<file path="config.mk">
export PLATFORM = sky130hd
export DESIGN_NAME = sierpinski_curve_step_generator_flat
export DESIGN_NICKNAME = d
export VERILOG_FILES = /design/src/sv/scsg_pkg.sv /design/src/sv/scsg_in_if.sv /design/src/sv/scsg_out_if.sv /design/src/sv/scsg_ctrl.sv /design/src/sv/scsg_dpath.sv /design/src/sv/sierpinski_curve_step_generator.sv /design/src/flat_wrapper.sv
export SDC_FILE = /design/constraint.sdc
export NUM_CORES = 1
export LEC_CHECK = 0
export ABC_CLOCK_PERIOD_IN_PS = 5500
export BUFFER_PORTS_ARGS = -buffer_cell sky130_fd_sc_hd__clkbuf_2
export CAP_MARGIN = 10
export CORE_ASPECT_RATIO = 0.6
export CORE_UTILIZATION = 30
export CTS_BUF_LIST = sky130_fd_sc_hd__clkbuf_2
export CTS_CLUSTER_SIZE = 14
export DETAILED_ROUTE_END_ITERATION = 7
export HOLD_SLACK_MARGIN = 0.1
export MAX_ROUTING_LAYER = met4
export PLACE_DENSITY = 0.44
export SETUP_SLACK_MARGIN = 0.1
export SKIP_CTS_REPAIR_TIMING = 1
export SYNTH_ARGS = -nofsm -noshare
export SYNTH_HDL_FRONTEND = slang
export SYNTH_HIERARCHICAL = 1
export SYNTH_SLANG_ARGS = --single-unit
</file>
<file path="constraint.sdc">
create_clock -name i_clk -period 5.5 [get_ports i_clk]
set_clock_uncertainty 0.2 [all_clocks]
set_input_delay 0 -clock i_clk [delete_from_list [all_inputs] [get_ports i_clk]]
set_output_delay 0 -clock i_clk [all_outputs]
set_load 0.005 [all_outputs]
</file>
<file path="src/sv/scsg_pkg.sv">
package scsg_pkg;

    localparam int unsigned MAX_LEVEL = 8;

    localparam int unsigned LVL_W  = 4;
    localparam int unsigned DATA_W = 32;
    localparam int unsigned TP_W   = 4;
    localparam int unsigned IDX_W  = (MAX_LEVEL > 1) ? $clog2(MAX_LEVEL) : 1;
    localparam int unsigned DEP_W  = $clog2(MAX_LEVEL + 1);

    localparam logic CFG_LEVEL = 1'b0;
    localparam logic CFG_SIZE  = 1'b1;

    localparam logic [DATA_W-1:0] SIZE_RESET = 32'd4194304;

    typedef struct packed {
        logic [1:0] kind;
        logic [2:0] phase;
    } t_frame;

    typedef struct packed {
        logic signed [2:0] mx;
        logic signed [2:0] my;
    } t_move;

    typedef struct packed {
        logic start;
        logic step;
        logic load;
    } t_cmd;

    typedef struct packed {
        logic emit;
        logic out_free;
    } t_stat;

    function automatic logic [1:0] child_kind(input logic [1:0] kind, input logic [1:0] c);
        logic [1:0] k;
        begin
            case (kind)
                2'd0: k = (c == 2'd2) ? 2'd3 : ((c == 2'd1) ? 2'd1 : 2'd0);
                2'd1: k = (c == 2'd2) ? 2'd0 : ((c == 2'd1) ? 2'd2 : 2'd1);
                2'd2: k = (c == 2'd2) ? 2'd1 : ((c == 2'd1) ? 2'd3 : 2'd2);
                default: k = (c == 2'd2) ? 2'd2 : ((c == 2'd1) ? 2'd0 : 2'd3);
            endcase
            return k;
        end
    endfunction

    function automatic t_move inner_move(input logic [1:0] kind, input logic [1:0] c);
        t_move m;
        begin
            case ({kind, c})
                4'b00_00: m = '{ 3'sd1,  3'sd1};
                4'b00_01: m = '{ 3'sd2,  3'sd0};
                4'b00_10: m = '{ 3'sd1, -3'sd1};
                4'b01_00: m = '{-3'sd1,  3'sd1};
                4'b01_01: m = '{ 3'sd0,  3'sd2};
                4'b01_10: m = '{ 3'sd1,  3'sd1};
                4'b10_00: m = '{-3'sd1, -3'sd1};
                4'b10_01: m = '{-3'sd2,  3'sd0};
                4'b10_10: m = '{-3'sd1,  3'sd1};
                4'b11_00: m = '{ 3'sd1, -3'sd1};
                4'b11_01: m = '{ 3'sd0, -3'sd2};
                4'b11_10: m = '{-3'sd1, -3'sd1};
                default:  m = '{ 3'sd0,  3'sd0};
            endcase
            return m;
        end
    endfunction

    function automatic t_move outer_move(input logic [1:0] k);
        t_move m;
        begin
            case (k)
                2'd0: m = '{ 3'sd1,  3'sd1};
                2'd1: m = '{-3'sd1,  3'sd1};
                2'd2: m = '{-3'sd1, -3'sd1};
                default: m = '{ 3'sd1, -3'sd1};
            endcase
            return m;
        end
    endfunction

    function automatic logic [DATA_W-1:0] scale(input logic signed [2:0] m,
                                                 input logic [DATA_W-1:0] u);
        logic [DATA_W-1:0] r;
        begin
            case (m)
                3'sd1:   r = u;
                3'sd2:   r = {u[DATA_W-2:0], 1'b0};
                -3'sd1:  r = DATA_W'(0) - u;
                -3'sd2:  r = DATA_W'(0) - {u[DATA_W-2:0], 1'b0};
                default: r = '0;
            endcase
            return r;
        end
    endfunction

    function automatic logic [LVL_W-1:0] eff_level(input logic [LVL_W-1:0] lvl);
        return (lvl > LVL_W'(MAX_LEVEL)) ? LVL_W'(MAX_LEVEL) : lvl;
    endfunction

endpackage

</file>
<file path="src/sv/scsg_in_if.sv">
interface scsg_in_if;
    logic valid;
    logic ready;
    logic restart;

    modport source (output valid, output restart, input ready);
    modport sink (input valid, input restart, output ready);
endinterface

</file>
<file path="src/sv/scsg_out_if.sv">
interface scsg_out_if;
    logic               valid;
    logic               ready;
    logic signed [31:0] step_x;
    logic signed [31:0] step_y;
    logic               is_relative;
    logic               is_last;

    modport source (output valid, output step_x, output step_y, output is_relative,
                    output is_last, input ready);
    modport sink (input valid, input step_x, input step_y, input is_relative,
                  input is_last, output ready);
endinterface

</file>
<file path="src/sv/scsg_ctrl.sv">
module scsg_ctrl (
    input  logic           i_clk,
    input  logic           i_rst_n,
    input  logic           i_in_valid,
    output logic           o_in_ready,
    input  scsg_pkg::t_stat i_stat,
    output scsg_pkg::t_cmd  o_cmd
);

    localparam logic S_IDLE = 1'b0;
    localparam logic S_WALK = 1'b1;

    logic r_state;
    logic n_state;
    logic accept;
    logic walking;

    assign o_in_ready = (r_state == S_IDLE);
    assign accept     = i_in_valid && o_in_ready;
    assign walking    = (r_state == S_WALK);

    assign o_cmd.start = accept;
    assign o_cmd.step  = walking && (!i_stat.emit || i_stat.out_free);
    assign o_cmd.load  = walking && i_stat.emit && i_stat.out_free;

    always_comb begin
        n_state = r_state;
        case (r_state)
            S_IDLE: begin
                if (accept) begin
                    n_state = S_WALK;
                end
            end
            S_WALK: begin
                if (o_cmd.load) begin
                    n_state = S_IDLE;
                end
            end
            default: n_state = S_IDLE;
        endcase
    end

    always_ff @(posedge i_clk) begin
        if (!i_rst_n) begin
            r_state <= S_IDLE;
        end else begin
            r_state <= n_state;
        end
    end

    a_accept_walks: assert property (@(posedge i_clk) disable iff (!i_rst_n)
        accept |=> (r_state == S_WALK))
        else $error("accepted transfer did not start a walk");

    a_load_only_walking: assert property (@(posedge i_clk) disable iff (!i_rst_n)
        o_cmd.load |-> (walking && o_cmd.step))
        else $error("result loaded outside a committed step");

    a_load_ends_walk: assert property (@(posedge i_clk) disable iff (!i_rst_n)
        o_cmd.load |=> (r_state == S_IDLE))
        else $error("walk did not end after result load");

endmodule

</file>
<file path="src/sv/scsg_dpath.sv">
module scsg_dpath (
    input  logic                            i_clk,
    input  logic                            i_rst_n,
    input  logic                            i_cfg_we,
    input  logic                            i_cfg_index,
    input  logic [scsg_pkg::DATA_W-1:0]     i_cfg_data,
    input  logic                            i_restart,
    input  scsg_pkg::t_cmd                  i_cmd,
    output scsg_pkg::t_stat                 o_stat,
    input  logic                            i_out_ready,
    output logic                            o_out_valid,
    output logic signed [scsg_pkg::DATA_W-1:0] o_step_x,
    output logic signed [scsg_pkg::DATA_W-1:0] o_step_y,
    output logic                            o_is_relative,
    output logic                            o_is_last
);

    localparam int unsigned DW  = scsg_pkg::DATA_W;
    localparam int unsigned LW  = scsg_pkg::LVL_W;
    localparam int unsigned IW  = scsg_pkg::IDX_W;
    localparam int unsigned DPW = scsg_pkg::DEP_W;
    localparam int unsigned TW  = scsg_pkg::TP_W;

    logic [LW-1:0]      r_level;
    logic [DW-1:0]      r_size;
    logic [DW-1:0]      r_unit;
    logic [DPW-1:0]     r_depth;
    logic [TW-1:0]      r_top_phase;
    scsg_pkg::t_frame   r_stack [scsg_pkg::MAX_LEVEL];

    logic               r_out_valid;
    logic [DW-1:0]      r_out_x;
    logic [DW-1:0]      r_out_y;
    logic               r_out_rel;
    logic               r_out_last;

    logic [LW-1:0]      lvl;
    logic [LW-1:0]      cfg_lvl;
    logic [DW-1:0]      cfg_size;
    logic [DW-1:0]      cfg_unit;

    logic [IW-1:0]      top_idx;
    logic [IW-1:0]      push_idx;
    scsg_pkg::t_frame   top_frame;
    logic [1:0]         conn;
    logic [1:0]         k_odd;
    logic [1:0]         k_even;
    logic               push_ok;

    logic [DPW-1:0]     n_depth;
    logic [TW-1:0]      n_top_phase;
    logic               wr_top;
    scsg_pkg::t_frame   wr_top_data;
    logic               wr_push;
    scsg_pkg::t_frame   wr_push_data;
    logic               emit;
    logic               emit_abs;
    logic               emit_last;
    scsg_pkg::t_move    mv;
    logic [DW-1:0]      ex;
    logic [DW-1:0]      ey;

    assign lvl = scsg_pkg::eff_level(r_level);

    // unit length from the settings in force after this write
    assign cfg_lvl  = scsg_pkg::eff_level((i_cfg_index == scsg_pkg::CFG_LEVEL)
                                          ? i_cfg_data[LW-1:0] : r_level);
    assign cfg_size = (i_cfg_index == scsg_pkg::CFG_SIZE) ? i_cfg_data : r_size;
    assign cfg_unit = cfg_size >> ((LW + 1)'(cfg_lvl) + (LW + 1)'(2));

    assign top_idx   = IW'(r_depth - DPW'(1));
    assign push_idx  = IW'(r_depth);
    assign top_frame = r_stack[top_idx];
    assign conn      = top_frame.phase[2:1];
    assign k_odd     = 2'((r_top_phase - TW'(1)) >> 1);
    assign k_even    = 2'((r_top_phase - TW'(2)) >> 1);
    assign push_ok   = ((LW + 2)'(lvl) > ((LW + 2)'(top_idx) + (LW + 2)'(1)))
                       && (r_depth < DPW'(scsg_pkg::MAX_LEVEL));

    always_comb begin
        n_depth      = r_depth;
        n_top_phase  = r_top_phase;
        wr_top       = 1'b0;
        wr_top_data  = '{kind: top_frame.kind, phase: top_frame.phase + 3'd1};
        wr_push      = 1'b0;
        wr_push_data = '{kind: 2'd0, phase: 3'd0};
        emit         = 1'b0;
        emit_abs     = 1'b0;
        emit_last    = 1'b0;
        mv           = '{3'sd0, 3'sd0};
        if (r_depth == '0) begin
            if (r_top_phase == '0) begin
                emit        = 1'b1;
                emit_abs    = 1'b1;
                n_top_phase = TW'(1);
            end else if (r_top_phase[0]) begin
                n_top_phase = r_top_phase + TW'(1);
                if (lvl != '0) begin
                    wr_push      = 1'b1;
                    wr_push_data = '{kind: k_odd, phase: 3'd0};
                    n_depth      = DPW'(1);
                end
            end else begin
                emit_last   = (k_even == 2'd3);
                n_top_phase = emit_last ? '0 : r_top_phase + TW'(1);
                emit        = 1'b1;
                mv          = scsg_pkg::outer_move(k_even);
            end
        end else begin
            if (!top_frame.phase[0]) begin
                wr_top = 1'b1;
                if (push_ok) begin
                    wr_push      = 1'b1;
                    wr_push_data = '{kind: scsg_pkg::child_kind(top_frame.kind, conn),
                                     phase: 3'd0};
                    n_depth      = r_depth + DPW'(1);
                end
            end else if (conn == 2'd3) begin
                n_depth = r_depth - DPW'(1);
            end else begin
                wr_top = 1'b1;
                emit   = 1'b1;
                mv     = scsg_pkg::inner_move(top_frame.kind, conn);
            end
        end
    end

    assign ex = emit_abs ? {r_unit[DW-2:0], 1'b0} : scsg_pkg::scale(mv.mx, r_unit);
    assign ey = emit_abs ? r_unit : scsg_pkg::scale(mv.my, r_unit);

    assign o_stat.emit     = emit;
    assign o_stat.out_free = !r_out_valid || i_out_ready;

    always_ff @(posedge i_clk) begin
        if (!i_rst_n) begin
            r_level     <= '0;
            r_size      <= scsg_pkg::SIZE_RESET;
            r_unit      <= scsg_pkg::SIZE_RESET >> 2;
            r_depth     <= '0;
            r_top_phase <= '0;
        end else if (i_cfg_we) begin
            if (i_cfg_index == scsg_pkg::CFG_LEVEL) begin
                r_level <= i_cfg_data[LW-1:0];
            end else begin
                r_size <= i_cfg_data;
            end
            r_unit      <= cfg_unit;
            r_depth     <= '0;
            r_top_phase <= '0;
        end else if (i_cmd.start && i_restart) begin
            r_depth     <= '0;
            r_top_phase <= '0;
        end else if (i_cmd.step) begin
            r_depth     <= n_depth;
            r_top_phase <= n_top_phase;
        end
    end

    always_ff @(posedge i_clk) begin
        if (i_cmd.step && wr_top) begin
            r_stack[top_idx] <= wr_top_data;
        end
        if (i_cmd.step && wr_push) begin
            r_stack[push_idx] <= wr_push_data;
        end
    end

    always_ff @(posedge i_clk) begin
        if (!i_rst_n) begin
            r_out_valid <= 1'b0;
        end else if (i_cmd.load) begin
            r_out_valid <= 1'b1;
        end else if (i_out_ready) begin
            r_out_valid <= 1'b0;
        end
    end

    always_ff @(posedge i_clk) begin
        if (i_cmd.load) begin
            r_out_x    <= ex;
            r_out_y    <= ey;
            r_out_rel  <= !emit_abs;
            r_out_last <= emit_last;
        end
    end

    assign o_out_valid   = r_out_valid;
    assign o_step_x      = r_out_x;
    assign o_step_y      = r_out_y;
    assign o_is_relative = r_out_rel;
    assign o_is_last     = r_out_last;

    a_depth_bound: assert property (@(posedge i_clk) disable iff (!i_rst_n)
        r_depth <= DPW'(scsg_pkg::MAX_LEVEL))
        else $error("frame stack overflow");

    a_depth_phase: assert property (@(posedge i_clk) disable iff (!i_rst_n)
        (r_depth != '0) |-> (!r_top_phase[0] && r_top_phase != '0))
        else $error("live frames outside a production slot");

    a_load_free: assert property (@(posedge i_clk) disable iff (!i_rst_n)
        i_cmd.load |-> (emit && (!r_out_valid || i_out_ready)))
        else $error("result loaded over a pending transfer");

endmodule

</file>
<file path="src/sv/sierpinski_curve_step_generator.sv">
// Sierpinski closed-curve vertex generator. Each input transfer yields one output
// transfer: the first vertex of a curve is absolute (is_relative low), every later one is
// a step of up to two unit lengths per axis, and is_last marks the closing vertex after
// which the curve starts over. A restart bit of one begins the curve again. Writing either
// register also restarts the curve. After a transfer is taken, the frame stack is walked
// one frame push, pop or phase advance per clock, but it stalls on a vertex while the
// output register is full and not taken. How long a vertex takes depends on how many
// frames close or open before it. A finished vertex waits in an output register while
// the next request is already taken. No clearing pass is needed after reset.
module sierpinski_curve_step_generator (
    input  logic                        i_clk,
    input  logic                        i_rst_n,
    input  logic                        i_cfg_we,
    input  logic                        i_cfg_index,
    input  logic [scsg_pkg::DATA_W-1:0] i_cfg_data,
    scsg_in_if.sink                     i_in,
    scsg_out_if.source                  o_out
);

    scsg_pkg::t_cmd  cmd;
    scsg_pkg::t_stat stat;

    scsg_ctrl u_ctrl (
        .i_clk      (i_clk),
        .i_rst_n    (i_rst_n),
        .i_in_valid (i_in.valid),
        .o_in_ready (i_in.ready),
        .i_stat     (stat),
        .o_cmd      (cmd)
    );

    scsg_dpath u_dpath (
        .i_clk         (i_clk),
        .i_rst_n       (i_rst_n),
        .i_cfg_we      (i_cfg_we),
        .i_cfg_index   (i_cfg_index),
        .i_cfg_data    (i_cfg_data),
        .i_restart     (i_in.restart),
        .i_cmd         (cmd),
        .o_stat        (stat),
        .i_out_ready   (o_out.ready),
        .o_out_valid   (o_out.valid),
        .o_step_x      (o_out.step_x),
        .o_step_y      (o_out.step_y),
        .o_is_relative (o_out.is_relative),
        .o_is_last     (o_out.is_last)
    );

endmodule
</file>
<file path="src/flat_wrapper.sv">
// flat-port wrapper written by rule: the top's interface ports become plain ports
module sierpinski_curve_step_generator_flat 
  (i_clk, i_rst_n, i_cfg_we, i_cfg_index, i_cfg_data, i_in_valid, i_in_restart, i_in_ready, o_out_valid, o_out_step_x, o_out_step_y, o_out_is_relative, o_out_is_last, o_out_ready);
  scsg_in_if i_in_i ();
  scsg_out_if o_out_i ();
  input  logic i_clk;
  input  logic i_rst_n;
  input  logic i_cfg_we;
  input  logic i_cfg_index;
  input  logic [scsg_pkg::DATA_W-1:0] i_cfg_data;
  input wire logic [$bits(i_in_i.valid)-1:0] i_in_valid;
  input wire logic [$bits(i_in_i.restart)-1:0] i_in_restart;
  output wire logic [$bits(i_in_i.ready)-1:0] i_in_ready;
  output wire logic [$bits(o_out_i.valid)-1:0] o_out_valid;
  output wire logic [$bits(o_out_i.step_x)-1:0] o_out_step_x;
  output wire logic [$bits(o_out_i.step_y)-1:0] o_out_step_y;
  output wire logic [$bits(o_out_i.is_relative)-1:0] o_out_is_relative;
  output wire logic [$bits(o_out_i.is_last)-1:0] o_out_is_last;
  input wire logic [$bits(o_out_i.ready)-1:0] o_out_ready;
  assign i_in_i.valid = i_in_valid;
  assign i_in_i.restart = i_in_restart;
  assign i_in_ready = i_in_i.ready;
  assign o_out_valid = o_out_i.valid;
  assign o_out_step_x = o_out_i.step_x;
  assign o_out_step_y = o_out_i.step_y;
  assign o_out_is_relative = o_out_i.is_relative;
  assign o_out_is_last = o_out_i.is_last;
  assign o_out_i.ready = o_out_ready;
  sierpinski_curve_step_generator u_core (.i_clk(i_clk), .i_rst_n(i_rst_n), .i_cfg_we(i_cfg_we), .i_cfg_index(i_cfg_index), .i_cfg_data(i_cfg_data), .i_in(i_in_i), .o_out(o_out_i));
endmodule
</file>
==> out/results.ini <==
[setup_path]
arrival_ns = 5.36
startpoint_type = flop
required_ns = 5.89
end_kind = flop
worstPathMaxFanout = 16
crit_type = flop to flop

[floorplanning]
dieArea_sq_um = 38740
coreArea_sq_um = 36820
start_util = 0.3090
io_pins = 107
fp.dieH_um = 152.9
die_w_um = 253.4
rows = 54

[yosys]
yosys-top-cells-count = 227 x nand2_1, 104 x mux2i_1, 98 x dfxtp_1, 82 x edfxtp_1, 82 x nor2_1
synth_flop_cell = dfxtp_1
synthesis.area_sq_um = 11380
yosysTopAreaCell = edfxtp_1
synth_area_leaders = edfxtp_1 22%, dfxtp_1 17%, mux2i_1 9.1%
yosysWarnings = 6
syn_area_per_cell_sq_um = 9.273
synth_top_area_frac = 0.2164
async_flop_share = 0
syn_inst = 1227
synth.distinct_cells = 72
synth_enable_flop_cells = 82
synth_seq_cells = 180
yosysMostFrequentCell = nand2_1
ys_seq_area_frac = 0.3888
synth_nets = 1285

[route]
vias = 10300
drt_first_pass_iters = 8
wl_per_cell_um = 19.79
totalWireLength_um = 37730
vias_per_cell = 5.404
drtIter0Drc = 1060
drc = 1
ant_nets = 0

[sta]
finalHoldViolations = 0
tns_ns = 0
setup_violations = 0
max_freq_mhz = 201.1
period_needed_ns = 4.973
post-route-period-util = 0.9042
rsz0062_at_grt = no
slew_headroom = 0.2637
final_max_slew_viol_count = 0
worst_pin_slew_ns = 1.104

[cells_and_area]
fin_area_sq_um = 13780
final_nets = 1447
n_antenna_cell = 0
synthToLayoutAreaGrowth_pct = 21.11
nFillCells = 3784
drive_gt1_frac = 0.1626

[grt]
grt_max_degree = 60
grt_pass1_vias = 9112
grt-ovfl-total = 0
grtUsageTotal = 0.1965
antenna_found_initial = 0
grt_pass1_wl_um = 56600

[pwr]
p_leak_nw = 5.513
p_sw_frac = 0.3100
combPwrFrac = 0.212
clock_power_share = 0.264
power_w = 0.002974
switchingPower_w = 0.0009217
p_int_w = 0.002052
power_density_nw_per_um2 = 215.8
p_seq_frac = 0.524
ir_drop_mv = 0.1230

[status]
violations = DRC
status = complete, but fails checks

[placement]
dpl_cell_area_sq_um = 12330
post-dp-hpwl_um = 26650
globalplace.congestion = 0.8933
io_buffers = 106

[cts]
cts-root-buf = clkbuf_2
tritoncts = done
cts-buffers-inserted = 17
clkLatencyLatePin_ns = 0.84
clockBufferDepth = 2
htree_num_levels = 4
path_clk_slew_ns = 0.26
cts_sinks = 180

[run]
maxCapViolCount = 0

[min_path]
hold_path_class = input port to flop

final timing paths:
path	from	cells past startpoint	slack [ns]	end
hold / removal	i_cfg_data[27]	5	0.15	u_core/u_dpath/r_unit[17]
setup / recovery	u_core/u_dpath/r_depth[1]	14	0.53	u_core/u_dpath/r_stack[4][4]
hold reg to reg	u_core/u_dpath/r_stack[6][1]	2	0.28	u_core/u_dpath/r_stack[6][1]
setup reg to reg	u_core/u_dpath/r_depth[1]	14	0.53	u_core/u_dpath/r_stack[4][4]
power by group through the flow:
| stage | sequential [W] | clock, W | combinational [W] |
|---|---|---|---|
| finish | 0.00156 | 0.000786 | 0.000629 |
| global route | 0.00157 | 0.000873 | 0.000691 |
| detailed placement | 0.00158 | 0 | 0.000559 |
| global placement | 0.00158 | 0 | 0.000558 |
| floorplan | 0.00153 | 0 | 0.000405 |
| CTS | 0.00156 | 0.000828 | 0.000560 |
area by class of cell:
| cell class | count | area, sq um | area share |
|---|---|---|---|
| Clock buffer | 19 | 95.09 | 0.006900 |
| Tap cell | 504 | 630.6 | 0.04576 |
| Timing Repair Buffer | 250 | 1919 | 0.1393 |
| Sequential cell | 180 | 4424 | 0.3210 |
| Inverter | 26 | 97.59 | 0.007082 |
| Multi-Input combinational cell | 914 | 6447 | 0.4679 |
| Clock inverter | 13 | 166.4 | 0.01208 |
through the flow:
step	hold WS, ns	worst slack (ns)	cells	utilization
floorplan	-0.07585	1.207	1227	-
global route	0.1103	0.2330	1906	0.3742
CTS	-0.9405	0.4059	1788	0.3421
detailed placement	0.07046	0.4742	1756	0.3350
finish	0.1531	0.5269	1906	0.3742
global placement	0.06547	0.5887	1756	0.3350
layout by cell type, fill, tap and decap left out, types with 10 or more instances in the layout:
cell             n
a222oi_1        19
ha_1            18
dlygate4sd3_1  118
mux2i_1        102
a21oi_1         48
inv_1           24
nor3_1          18
nand3_1         27
a31oi_1         23
nand2_1        227
o22ai_1         16
clkbuf_2       125
a221o_1         26
a22oi_1         12
xnor2_1         25
buf_4           25
and2_1          10
a21boi_0        28
o21ai_0         51
edfxtp_1        82
nor4_1          13
dfxtp_1         98
nor2_1          80
mux4_2          34
kinds of logic after synthesis:
| group | after synthesis | share of synthesized area |
|---|---|---|
| simple gates | 430 | 0.1677 |
| fa+ha+maj | 19 | 0.02089 |
| buf+inv | 133 | 0.05003 |
| flops | 180 | 0.3888 |
| xor+xnor | 34 | 0.02617 |
| mux | 145 | 0.1657 |
| compound gates | 286 | 0.1807 |
layer usage:
layer | track usage | share of wire | vias up
li1 | - | - | 4865
met1 | 0.3019 | 0.51 | 5004
met2 | 0.2558 | 0.40 | 416
met3 | 0.04309 | 0.077 | 15
met4 | 0.04069 | 0.0071 | 0
met5 | - | 0 | -
sequential cells by signal (all words and copies together), names as in the netlist:
name                          cells
u_core/u_dpath/r_level            4
u_core/u_dpath/r_stack           40
u_core/u_dpath/o_is_relative      1
u_core/u_dpath/r_size            30
u_core/u_dpath/r_depth            4
u_core/u_ctrl/r_state             1
u_core/u_dpath/o_is_last          1
u_core/u_dpath/o_step_y          32
u_core/u_dpath/o_out_valid        1
u_core/u_dpath/o_step_x          32
u_core/u_dpath/r_top_phase        4
u_core/u_dpath/r_unit            30
critical path: stages (launching register included):
cell	delay [ns]
dfxtp_1	0.57
inv_1	0.11
ha_2	0.59
mux2i_1	0.14
mux4_2	0.60
inv_2	0.20
ha_1	0.29
nor2_1	0.12
o41ai_4	0.14
nand2_1	0.18
a21oi_1	0.35
nand2_1	0.18
a211oi_2	0.37
nand3_1	0.42
nand2_1	0.23
Power figures use the tool's default switching activity.
